## config.mk

```make
export PLATFORM = sky130hd
export DESIGN_NAME = positional_ordered_list
export DESIGN_NICKNAME = d
export VERILOG_FILES = /design/src/rtl/core/pol_pkg.sv /design/src/rtl/core/positional_ordered_list.sv
export SDC_FILE = /design/constraint.sdc
export NUM_CORES = 2
export LEC_CHECK = 0
export BUFFER_PORTS_ARGS = -buffer_cell sky130_fd_sc_hd__buf_4
export CELL_PAD_IN_SITES_DETAIL_PLACEMENT = 1
export CELL_PAD_IN_SITES_GLOBAL_PLACEMENT = 1
export CORE_MARGIN = 2
export CORE_UTILIZATION = 30
export DETAILED_ROUTE_END_ITERATION = 16
export PLACE_DENSITY = 0.57
export SLEW_MARGIN = 25
export SYNTH_ARGS = -nofsm -noshare
export SYNTH_HDL_FRONTEND = slang
export SYNTH_SLANG_ARGS = --single-unit
```

## constraint.sdc

```tcl
create_clock -name aclk -period 5.6 [get_ports aclk]
set_input_delay 0.28 -clock aclk [delete_from_list [all_inputs] [get_ports aclk]]
set_output_delay 0.28 -clock aclk [all_outputs]
set_load 0.05 [all_outputs]
```

## src/rtl/core/pol_pkg.sv

```systemverilog
package pol_pkg;

    localparam int DEPTH_DEF      = 64;
    localparam int DATA_WIDTH_DEF = 32;

    localparam int CMD_W    = 2;
    localparam int POS_W    = 7;
    localparam int STATUS_W = 2;
    localparam int IDX_W    = 7;

    localparam logic [CMD_W-1:0] CMD_INSERT = 2'd0;
    localparam logic [CMD_W-1:0] CMD_DELETE = 2'd1;
    localparam logic [CMD_W-1:0] CMD_FIND   = 2'd2;

    localparam logic [STATUS_W-1:0] STATUS_OK    = 2'd0;
    localparam logic [STATUS_W-1:0] STATUS_EMPTY = 2'd1;
    localparam logic [STATUS_W-1:0] STATUS_FULL  = 2'd2;

endpackage

```

## src/rtl/core/positional_ordered_list.sv

```systemverilog
// Ordered list of up to DEPTH values, one command per request.
// Input channel (s_*): s_cmd selects insert at s_position, delete at
// s_position, or find s_value. Positions are 1-based; 0 acts as 1 and
// positions past the end are clamped to the tail.
// Result channel (m_*): one result per request with m_status, m_found,
// m_found_index and the entry count after the command.
// Entries live in a single-port-read, single-port-write memory with a
// registered read. Insert and delete move one entry per cycle through it;
// find compares one entry per cycle.
// Rejected or unknown requests, a find on an empty list and a delete of the
// last entry go straight to the result; an append writes the value directly
// (ST_PUT); other inserts shift (ST_SHIFT, ST_DRAIN) then write, other deletes
// shift then drain, and find scans until the first match or the last entry.
// One request is in flight at a time: s_ready is high only when the block
// is idle, so a new request is taken only after the last result is accepted.
// The result is held in registers until m_ready; the block stalls meanwhile.
// Reset (aresetn low, synchronous) empties the list at once; memory
// contents are left as they are and need no clearing pass.
module positional_ordered_list #(
    parameter int DEPTH      = pol_pkg::DEPTH_DEF,
    parameter int DATA_WIDTH = pol_pkg::DATA_WIDTH_DEF
) (
    input  logic                                 aclk,
    input  logic                                 aresetn,
    input  logic                                 s_valid,
    output logic                                 s_ready,
    input  logic [pol_pkg::CMD_W-1:0]            s_cmd,
    input  logic [pol_pkg::POS_W-1:0]            s_position,
    input  logic signed [DATA_WIDTH-1:0]         s_value,
    output logic                                 m_valid,
    input  logic                                 m_ready,
    output logic [pol_pkg::STATUS_W-1:0]         m_status,
    output logic                                 m_found,
    output logic [pol_pkg::IDX_W-1:0]            m_found_index,
    output logic [pol_pkg::IDX_W-1:0]            m_count
);
    import pol_pkg::*;

    localparam int AW = $clog2(DEPTH);
    localparam int CW = $clog2(DEPTH + 1);
    localparam int PW = ((CW > POS_W) ? CW : POS_W) + 1;

    typedef enum logic [2:0] {
        ST_IDLE, ST_SHIFT, ST_DRAIN, ST_PUT, ST_SCAN, ST_RESP
    } state_t;

    state_t                  state_reg, state_next;
    logic [CW-1:0]           cnt_reg, cnt_next;
    logic [CMD_W-1:0]        cmd_reg, cmd_next;
    logic [DATA_WIDTH-1:0]   val_reg, val_next;
    logic [AW-1:0]           ptr_reg, ptr_next;
    logic [AW-1:0]           end_reg, end_next;
    logic [AW-1:0]           tgt_reg, tgt_next;
    logic [AW-1:0]           last_reg, last_next;
    logic                    rvld_reg, rvld_next;
    logic                    issued_reg, issued_next;
    logic [STATUS_W-1:0]     status_reg, status_next;
    logic                    found_reg, found_next;
    logic [CW-1:0]           fidx_reg, fidx_next;

    logic [DATA_WIDTH-1:0]   mem [DEPTH];
    logic [DATA_WIDTH-1:0]   mem_rdata_reg;
    logic                    mem_re, mem_we;
    logic [AW-1:0]           mem_raddr, mem_waddr;
    logic [DATA_WIDTH-1:0]   mem_wdata;

    logic [PW-1:0]           pos_ext, cnt_ext, pos_ins, pos_del;
    logic                    is_ins;

    assign pos_ext = (s_position == '0) ? PW'(1) : PW'(s_position);
    assign cnt_ext = PW'(cnt_reg);
    assign pos_ins = (pos_ext > cnt_ext + PW'(1)) ? cnt_ext + PW'(1) : pos_ext;
    assign pos_del = (pos_ext > cnt_ext) ? cnt_ext : pos_ext;
    assign is_ins  = (cmd_reg == CMD_INSERT);

    always_comb begin
        state_next  = state_reg;
        cnt_next    = cnt_reg;
        cmd_next    = cmd_reg;
        val_next    = val_reg;
        ptr_next    = ptr_reg;
        end_next    = end_reg;
        tgt_next    = tgt_reg;
        last_next   = last_reg;
        rvld_next   = 1'b0;
        issued_next = issued_reg;
        status_next = status_reg;
        found_next  = found_reg;
        fidx_next   = fidx_reg;
        mem_re      = 1'b0;
        mem_raddr   = ptr_reg;

        case (state_reg)
            ST_IDLE: begin
                if (s_valid) begin
                    cmd_next    = s_cmd;
                    val_next    = s_value;
                    issued_next = 1'b0;
                    status_next = STATUS_OK;
                    found_next  = 1'b0;
                    fidx_next   = '0;
                    state_next  = ST_RESP;
                    case (s_cmd)
                        CMD_INSERT: begin
                            if (cnt_reg == CW'(DEPTH)) begin
                                status_next = STATUS_FULL;
                            end else begin
                                tgt_next = AW'(pos_ins - PW'(1));
                                if (pos_ins == cnt_ext + PW'(1)) begin
                                    state_next = ST_PUT;
                                end else begin
                                    ptr_next   = AW'(cnt_reg - CW'(1));
                                    end_next   = AW'(pos_ins - PW'(1));
                                    state_next = ST_SHIFT;
                                end
                            end
                        end
                        CMD_DELETE: begin
                            if (cnt_reg == '0) begin
                                status_next = STATUS_EMPTY;
                            end else if (pos_del == cnt_ext) begin
                                cnt_next = cnt_reg - CW'(1);
                            end else begin
                                ptr_next   = AW'(pos_del);
                                end_next   = AW'(cnt_reg - CW'(1));
                                state_next = ST_SHIFT;
                            end
                        end
                        CMD_FIND: begin
                            if (cnt_reg != '0) begin
                                ptr_next   = '0;
                                end_next   = AW'(cnt_reg - CW'(1));
                                state_next = ST_SCAN;
                            end
                        end
                        default: begin
                            state_next = ST_RESP;
                        end
                    endcase
                end
            end
            ST_SHIFT: begin
                mem_re    = 1'b1;
                rvld_next = 1'b1;
                last_next = ptr_reg;
                if (ptr_reg == end_reg) begin
                    state_next = ST_DRAIN;
                end else begin
                    ptr_next = is_ins ? ptr_reg - AW'(1) : ptr_reg + AW'(1);
                end
            end
            ST_DRAIN: begin
                if (is_ins) begin
                    state_next = ST_PUT;
                end else begin
                    cnt_next   = cnt_reg - CW'(1);
                    state_next = ST_RESP;
                end
            end
            ST_PUT: begin
                cnt_next   = cnt_reg + CW'(1);
                state_next = ST_RESP;
            end
            ST_SCAN: begin
                if (rvld_reg && mem_rdata_reg == val_reg) begin
                    found_next = 1'b1;
                    fidx_next  = CW'(last_reg) + CW'(1);
                    state_next = ST_RESP;
                end else if (rvld_reg && last_reg == end_reg) begin
                    state_next = ST_RESP;
                end else if (!issued_reg) begin
                    mem_re    = 1'b1;
                    rvld_next = 1'b1;
                    last_next = ptr_reg;
                    if (ptr_reg == end_reg) begin
                        issued_next = 1'b1;
                    end else begin
                        ptr_next = ptr_reg + AW'(1);
                    end
                end
            end
            ST_RESP: begin
                if (m_ready) begin
                    state_next = ST_IDLE;
                end
            end
            default: begin
                state_next = ST_IDLE;
            end
        endcase
    end

    // Shifted entries land one slot away from where they were read.
    assign mem_we    = (rvld_reg && (state_reg == ST_SHIFT || state_reg == ST_DRAIN))
                       || (state_reg == ST_PUT);
    assign mem_waddr = (state_reg == ST_PUT) ? tgt_reg
                     : (is_ins ? last_reg + AW'(1) : last_reg - AW'(1));
    assign mem_wdata = (state_reg == ST_PUT) ? val_reg : mem_rdata_reg;

    always_ff @(posedge aclk) begin
        if (mem_we) begin
            mem[mem_waddr] <= mem_wdata;
        end
        if (mem_re) begin
            mem_rdata_reg <= mem[mem_raddr];
        end
    end

    always_ff @(posedge aclk) begin
        if (!aresetn) begin
            state_reg  <= ST_IDLE;
            cnt_reg    <= '0;
            rvld_reg   <= 1'b0;
            issued_reg <= 1'b0;
        end else begin
            state_reg  <= state_next;
            cnt_reg    <= cnt_next;
            rvld_reg   <= rvld_next;
            issued_reg <= issued_next;
        end
        cmd_reg    <= cmd_next;
        val_reg    <= val_next;
        ptr_reg    <= ptr_next;
        end_reg    <= end_next;
        tgt_reg    <= tgt_next;
        last_reg   <= last_next;
        status_reg <= status_next;
        found_reg  <= found_next;
        fidx_reg   <= fidx_next;
    end

    assign s_ready       = (state_reg == ST_IDLE);
    assign m_valid       = (state_reg == ST_RESP);
    assign m_status      = status_reg;
    assign m_found       = found_reg;
    assign m_found_index = IDX_W'(fidx_reg);
    assign m_count       = IDX_W'(cnt_reg);

    a_no_overlap: assert property (@(posedge aclk) disable iff (!aresetn)
        m_valid |-> !s_ready)
        else $error("request accepted while a result is pending");

    a_count_bound: assert property (@(posedge aclk) disable iff (!aresetn)
        cnt_reg <= CW'(DEPTH))
        else $error("entry count exceeds depth");

    a_put_grows: assert property (@(posedge aclk) disable iff (!aresetn)
        (state_reg == ST_PUT) |=> (m_valid && cnt_reg == $past(cnt_reg) + CW'(1)))
        else $error("insert did not grow the list");

    a_found_in_range: assert property (@(posedge aclk) disable iff (!aresetn)
        (m_valid && m_found) |-> (fidx_reg != '0 && fidx_reg <= cnt_reg))
        else $error("found index outside the list");

    a_back_to_idle: assert property (@(posedge aclk) disable iff (!aresetn)
        (m_valid && m_ready) |=> s_ready)
        else $error("block did not return to idle after result");

endmodule

```

; ---- Yosys cells after proc, flatten, opt, wreduce, memory -nomap -nowiden
; Memory sizes are Yosys's and may differ from the RTL's. A register that Yosys moved wholly into a read port is not among the register bits.
; Cells that the tools add are included.
[totals]
in_bits = 45
ff_bits = 80
latch_bits = 0
mem_bits_ro = 0
memories = 1
ram_bits = 2048
[op_classes]
magnitude_cmp = 2
eq_ne = 38
div = 0
addsub = 9
muxes = 69
n_mul = 0
reduce_logical = 25
bitwise_logic = 1
n_shift = 0
[memory_table]
columns = name, depth, width, rd, rd_clocked_by_memory_dff, write_ports, line
row1 = mem, 64, 32, 1, 1, 1, positional_ordered_list.sv:61  ; logic [DATA_WIDTH-1:0] mem [DEPTH];
[ops]
columns = op, n
row1 = $mux 6, 22
row2 = $mux 7, 9
row3 = $pmux 6 s3, 3
row4 = $eq 32x32->1, 1
row5 = $mux 32, 1
row6 = $ne 2x2->1 const B, 15
row7 = $mux 3, 9
row8 = $pmux 7 s3, 1
row9 = $ne 3x3->1 const B, 6
row10 = $pmux 3 s6, 1
row11 = $sub 6x1->6 const B, 3
row12 = $reduce_and 4->1, 4
row13 = $logic_not 7->1, 2
row14 = $pmux 7 s2, 1
row15 = $mux 1, 13
row16 = $reduce_and 13->1, 1
row17 = $add 6x1->6 const B, 2
row18 = $eq 6x6->1, 2
row19 = $pmux 6 s2, 1
row20 = $pmux 3 s3, 1
row21 = $reduce_bool 3->1, 3
row22 = $add 7x1->8 const B, 1
row23 = $eq 8x8->1, 1
row24 = $gt 7x8->1, 1
row25 = other kinds (28), 40

; ---- Longest topological paths before layout
[logic_depth]
word_depth = 10
depth_mapped = 17
depth_no_buf = 15

; ---- Worst setup path before layout
; OpenSTA, ideal clock, no wires.
[synth_path]
kind = reg-to-reg
startpoint = register cmd_reg[1]
endpoint = memory mem[40][0] (netlist bit), enable pin
path_buffers = 1
stages_incl_launch_ff = 10
setup_ps = 421
period_less_slack_ps = 4154
required_time_ps = 5179
setup_slack_ps = 1446
arrival_time_ps = 3733
path_cell_list = edfxtp_1 or2_2 clkbuf_1 ha_1 a21o_1 a21o_1 a2111o_1 o211ai_1 o21ai_1 nor2_1
[synth_between]
elab_chain_len = 3
[synth_rtl]
columns = item, line
row1 = start: declaration, positional_ordered_list.sv:49  ; logic [CMD_W-1:0] cmd_reg, cmd_next;
row2 = start signal: assignment, positional_ordered_list.sv:221  ; cmd_reg <= cmd_next;
row3 = $logic_not 2->1, positional_ordered_list.sv:74  ; assign is_ins = (cmd_reg == CMD_INSERT);
row4 = $mux 6, positional_ordered_list.sv:197  ; : (is_ins ? last_reg + AW'(1) : last_reg - AW'(1));
row5 = $mux 6, positional_ordered_list.sv:196  ; assign mem_waddr = (state_reg == ST_PUT) ? tgt_reg
row6 = end: declaration, positional_ordered_list.sv:61
; Every way passes these cells.

; ---- Final worst setup path
[layout_path]
startpoint = register cnt_reg[0] (netlist: m_count[0])
endpoint = register end_reg[4], data pin
[layout_between]
elab_chain_len = 7
word_cells_on_any_way = 11
cone_classes = add/sub: 3 / order compare: 1 / mux: 7
[layout_rtl]
columns = item, line
row1 = start: declaration, positional_ordered_list.sv:48  ; logic [CW-1:0] cnt_reg, cnt_next;
row2 = start signal: assignment, positional_ordered_list.sv:217  ; cnt_reg <= cnt_next;
row3 = $add 7x1->8, positional_ordered_list.sv:72  ; assign pos_ins = (pos_ext > cnt_ext + PW'(1)) ? cnt_ext + PW'(1) : pos_ext;
row4 = $gt 7x8->1, positional_ordered_list.sv:72
row5 = $mux 8, positional_ordered_list.sv:72
row6 = $sub 6x1->6, positional_ordered_list.sv:113  ; end_next = AW'(pos_ins - PW'(1));
row7 = $mux 6, positional_ordered_list.sv:109  ; if (pos_ins == cnt_ext + PW'(1)) begin
row8 = $mux 6, positional_ordered_list.sv:105  ; if (cnt_reg == CW'(DEPTH)) begin
row9 = $pmux 6 s3 (*), positional_ordered_list.sv:103  ; case (s_cmd)
row10 = end signal: assignment, positional_ordered_list.sv:224  ; end_reg <= end_next;
row11 = end: declaration, positional_ordered_list.sv:52  ; logic [AW-1:0] end_reg, end_next;
; Mark *: on every way between the ends. The rest lies on a longest branch, timed or not. The select of a mux whose other input is x is not followed.
; A chain may end at the register's enable or synchronous reset.

==> flow_metrics.py <==
metrics = {
    "run_status": {
        "status": "complete, no violations",
    },
    "worst_setup_path": {
        "required_ns": 6.23,
        "start_kind": "flip-flop",
        "arrival_ns": 5.09,
        "crit_type": "reg2reg",
        "critical_path.max_fanout": 14,
        "r2r_setup_slack_ns": 1.14,
        "crit_path_end_kind": "flip-flop",
    },
    "clock_network": {
        "cts_resized": 0,
        "cts-buffers-inserted": 215,
        "tritoncts": "built",
        "clk_pin_slew_ns": 0.06,
        "clockBufferDepth": 3,
        "cts-htree-levels": 4,
        "cts-root-buf": "clkbuf_16",
        "clk_latency_ns": 0.89,
        "cts.sinks": 2160,
    },
    "timing": {
        "setup_viol": 0,
        "relSlewSlack_pct": 27.4,
        "hold_violations": 0,
        "report.final.slew_viol_count": 0,
        "max_freq_mhz": 224,
        "fin_setup_tns_ns": 0,
        "finalCritPeriodShare_pct": 79.7,
        "whs_ns": 0.0951,
        "tightest_slew_ns": 1.09,
        "finalCriticalPeriod_ns": 4.46,
        "rsz0062_at_grt": "no",
        "finClkSkew_ns": 0.0552,
    },
    "route": {
        "routed_via_density": 5.28,
        "routed_wirelength_mm": 258,
        "drt_iter0_markers": 4660,
        "drc": 0,
        "vias": 46119,
        "first_pass_iters": 5,
        "final_antenna_net_count": 0,
        "routedWlPerCell_um": 29.6,
    },
    "power": {
        "cellPowerDensity_mw_per_mm2": 559,
        "ir_drop_mv": 0.435,
        "p_leak_nw": 31.5,
    },
    "global_route": {
        "antenna_found_initial": 10,
        "grt_pass1_wl_mm": 366,
        "grt_use_total_pct": 17.5,
        "grt_overflow_total": 0,
        "grt_pass1_vias": 47201,
        "grt_max_degree": 101,
    },
    "die": {
        "core_area_mm2": 0.285,
        "die_area_mm2": 0.290,
        "start_util_pct": 30.1,
        "die_x_um": 539,
        "io_pins": 64,
        "die_h_um": 539,
        "rows": 196,
    },
    "logic_synthesis": {
        "yosysWarnings": 0,
        "async_reset_ff_share_pct": 0,
        "synth_area_leaders": "edfxtp_1, mux4_2, mux2i_1",
        "synth_area_leader_cell": "edfxtp_1",
        "synth.distinct_cells": 85,
        "syn-num-nets": 4644,
        "syn_avg_cell_area_um2": 18.8,
        "ys_ff_latch": 2160,
        "seq_area_frac_synth_pct": 75.5,
        "netlist_area_mm2": 0.0858,
        "synth_top_area_share_pct": 75.2,
        "syn_inst": 4572,
        "synth_edf_count": 2148,
        "ys.flop_type": "edfxtp_1",
    },
    "final_layout": {
        "nNetsFinal": 4867,
        "largest_register_ffs": 2048,
        "area_growth_pct": 15.6,
        "drive_above_1_share_pct": 18.9,
    },
    "min_path": {
        "hold_class": "in2reg",
    },
    "place": {
        "dp_hpwl_mm": 149,
        "io_buffers": 63,
        "gp_congestion": 0.848,
    },
    "flow_run": {
        "drv_cap": 0,
    },
}
==> worst max-delay path, cell delays in order, from the launching register on <==
cell and delay (ns):
dfxtp_1 0.67, ha_1 0.45, nand3_1 0.16, xnor2_1 0.56
ha_1 0.27, and4_1 0.29, o221ai_1 0.15, nand3b_1 0.35
nand2_4 0.17, o21ai_0 0.27, ha_1 0.27, nand3_1 0.10
xnor2_1 0.20, mux2i_1 0.13, o21a_1 0.18
==> power by group <==
part / switching (mW) / internal (mW)
sequential: 0.480 / 21.0
clock: 6.28 / 7.62
combinational: 14.3 / 5.77
total: 21.1 / 34.4
==> cell families (layout without fill, tap and decap cells) <==
group | count (synthesis) | after routing | synth area share, %
flip-flops | 2160 | 2160 | 75.5
multiplexers | 747 | 747 | 13.1
AO/OA/AOI/OAI | 635 | 635 | 5.23
AND/OR/NAND/NOR | 618 | 618 | 3.22
buffers and inverters | 301 | 700 | 1.70
XOR/XNOR | 84 | 84 | 0.883
adder cells (fa/ha/maj) | 27 | 27 | 0.403
other | 0 | 8 | 0
==> final cells by class <==
| type | count | area [µm²] |
|---|---|---|
| antenna | 8 | 20.0 |
| sequential | 2160 | 64700 |
| fill | 28199 | 186000 |
| timing repair buffer | 271 | 2470 |
| clock buffer | 257 | 5540 |
| inverter | 36 | 140 |
| tap | 3762 | 4710 |
| clock inverter | 136 | 1160 |
| multi-input combinational | 2111 | 20400 |
==> worst paths after layout <==
path,start,endpoint,depth (start not counted)
hold reg to reg,issued_reg,issued_reg,2
setup reg to reg,m_count[0],end_reg[4],14
setup / recovery,m_count[0],end_reg[4],14
hold / removal,s_position[0],tgt_reg[0],5
==> cells in the mapped netlist, types with 38 or more instances <==
cell,n
mux2i_1,447
xnor2_1,68
nor3_1,72
mux4_2,298
nor2_1,175
buf_2,55
a21oi_1,163
nand2_1,235
clkbuf_1,143
nand3_1,38
buf_4,43
o22ai_1,109
edfxtp_1,2148
o221ai_1,219
o21ai_0,38
==> through the flow <==
stage               power (mW)  util, %  cell area (µm²)  std cells  setup slack, ns
finish                    55.5     34.8            99100       8741             1.14
global route              57.4     34.8            99100       8734            0.769
CTS                       55.8     34.8            99100       8732             1.14
detailed placement        41.9     32.3            91900       8297             1.17
global placement          41.5     32.3            91900       8296             1.27
floorplan                 32.8        -            85800       4572             1.45
==> metal layers <==
layer / share of wire, % / vias up / GRT usage, %
li1: - / 19275 / -
met2: 47 / 1409 / 27.7
met4: 2.8 / 0 / 5.37
met1: 44 / 25124 / 24.9
met3: 5.9 / 311 / 2.67
met5: 0 / - / 0
==> cell usage in the layout (no fill, tap or decap), drive strengths merged, types with 6 or more instances in the layout <==
cell type | synthesis | final
a21oi | 164 | 164
ha | 26 | 26
inv | 31 | 39
a31oi | 9 | 9
a211oi | 7 | 7
dlygate4sd3 | 0 | 42
buf | 122 | 229
nor2 | 175 | 175
nand3b | 7 | 7
mux2i | 447 | 447
nand3 | 39 | 39
nor4 | 29 | 29
xnor2 | 69 | 69
dfxtp | 12 | 12
diode | 0 | 8
bufinv | 0 | 12
a32oi | 7 | 7
mux4 | 298 | 298
o221ai | 219 | 219
clkinv | 5 | 116
xor2 | 14 | 14
and2 | 9 | 9
nor3 | 72 | 72
clkbuf | 143 | 257
o22ai | 109 | 109
edfxtp | 2148 | 2148
o21ai | 47 | 47
nand2 | 236 | 236
a22oi | 9 | 9
nand4 | 16 | 16
and3 | 10 | 10
nand2b | 6 | 6
o21a | 8 | 8
==> what timing repair did <==
item                       4_1_cts  5_1_grt
setup endpoints to repair        0        0
hold buffers                    42        0
buffers inserted                 0        0
hold endpoints to repair        51        0
No activity file was read; power rests on OpenSTA's default activity.
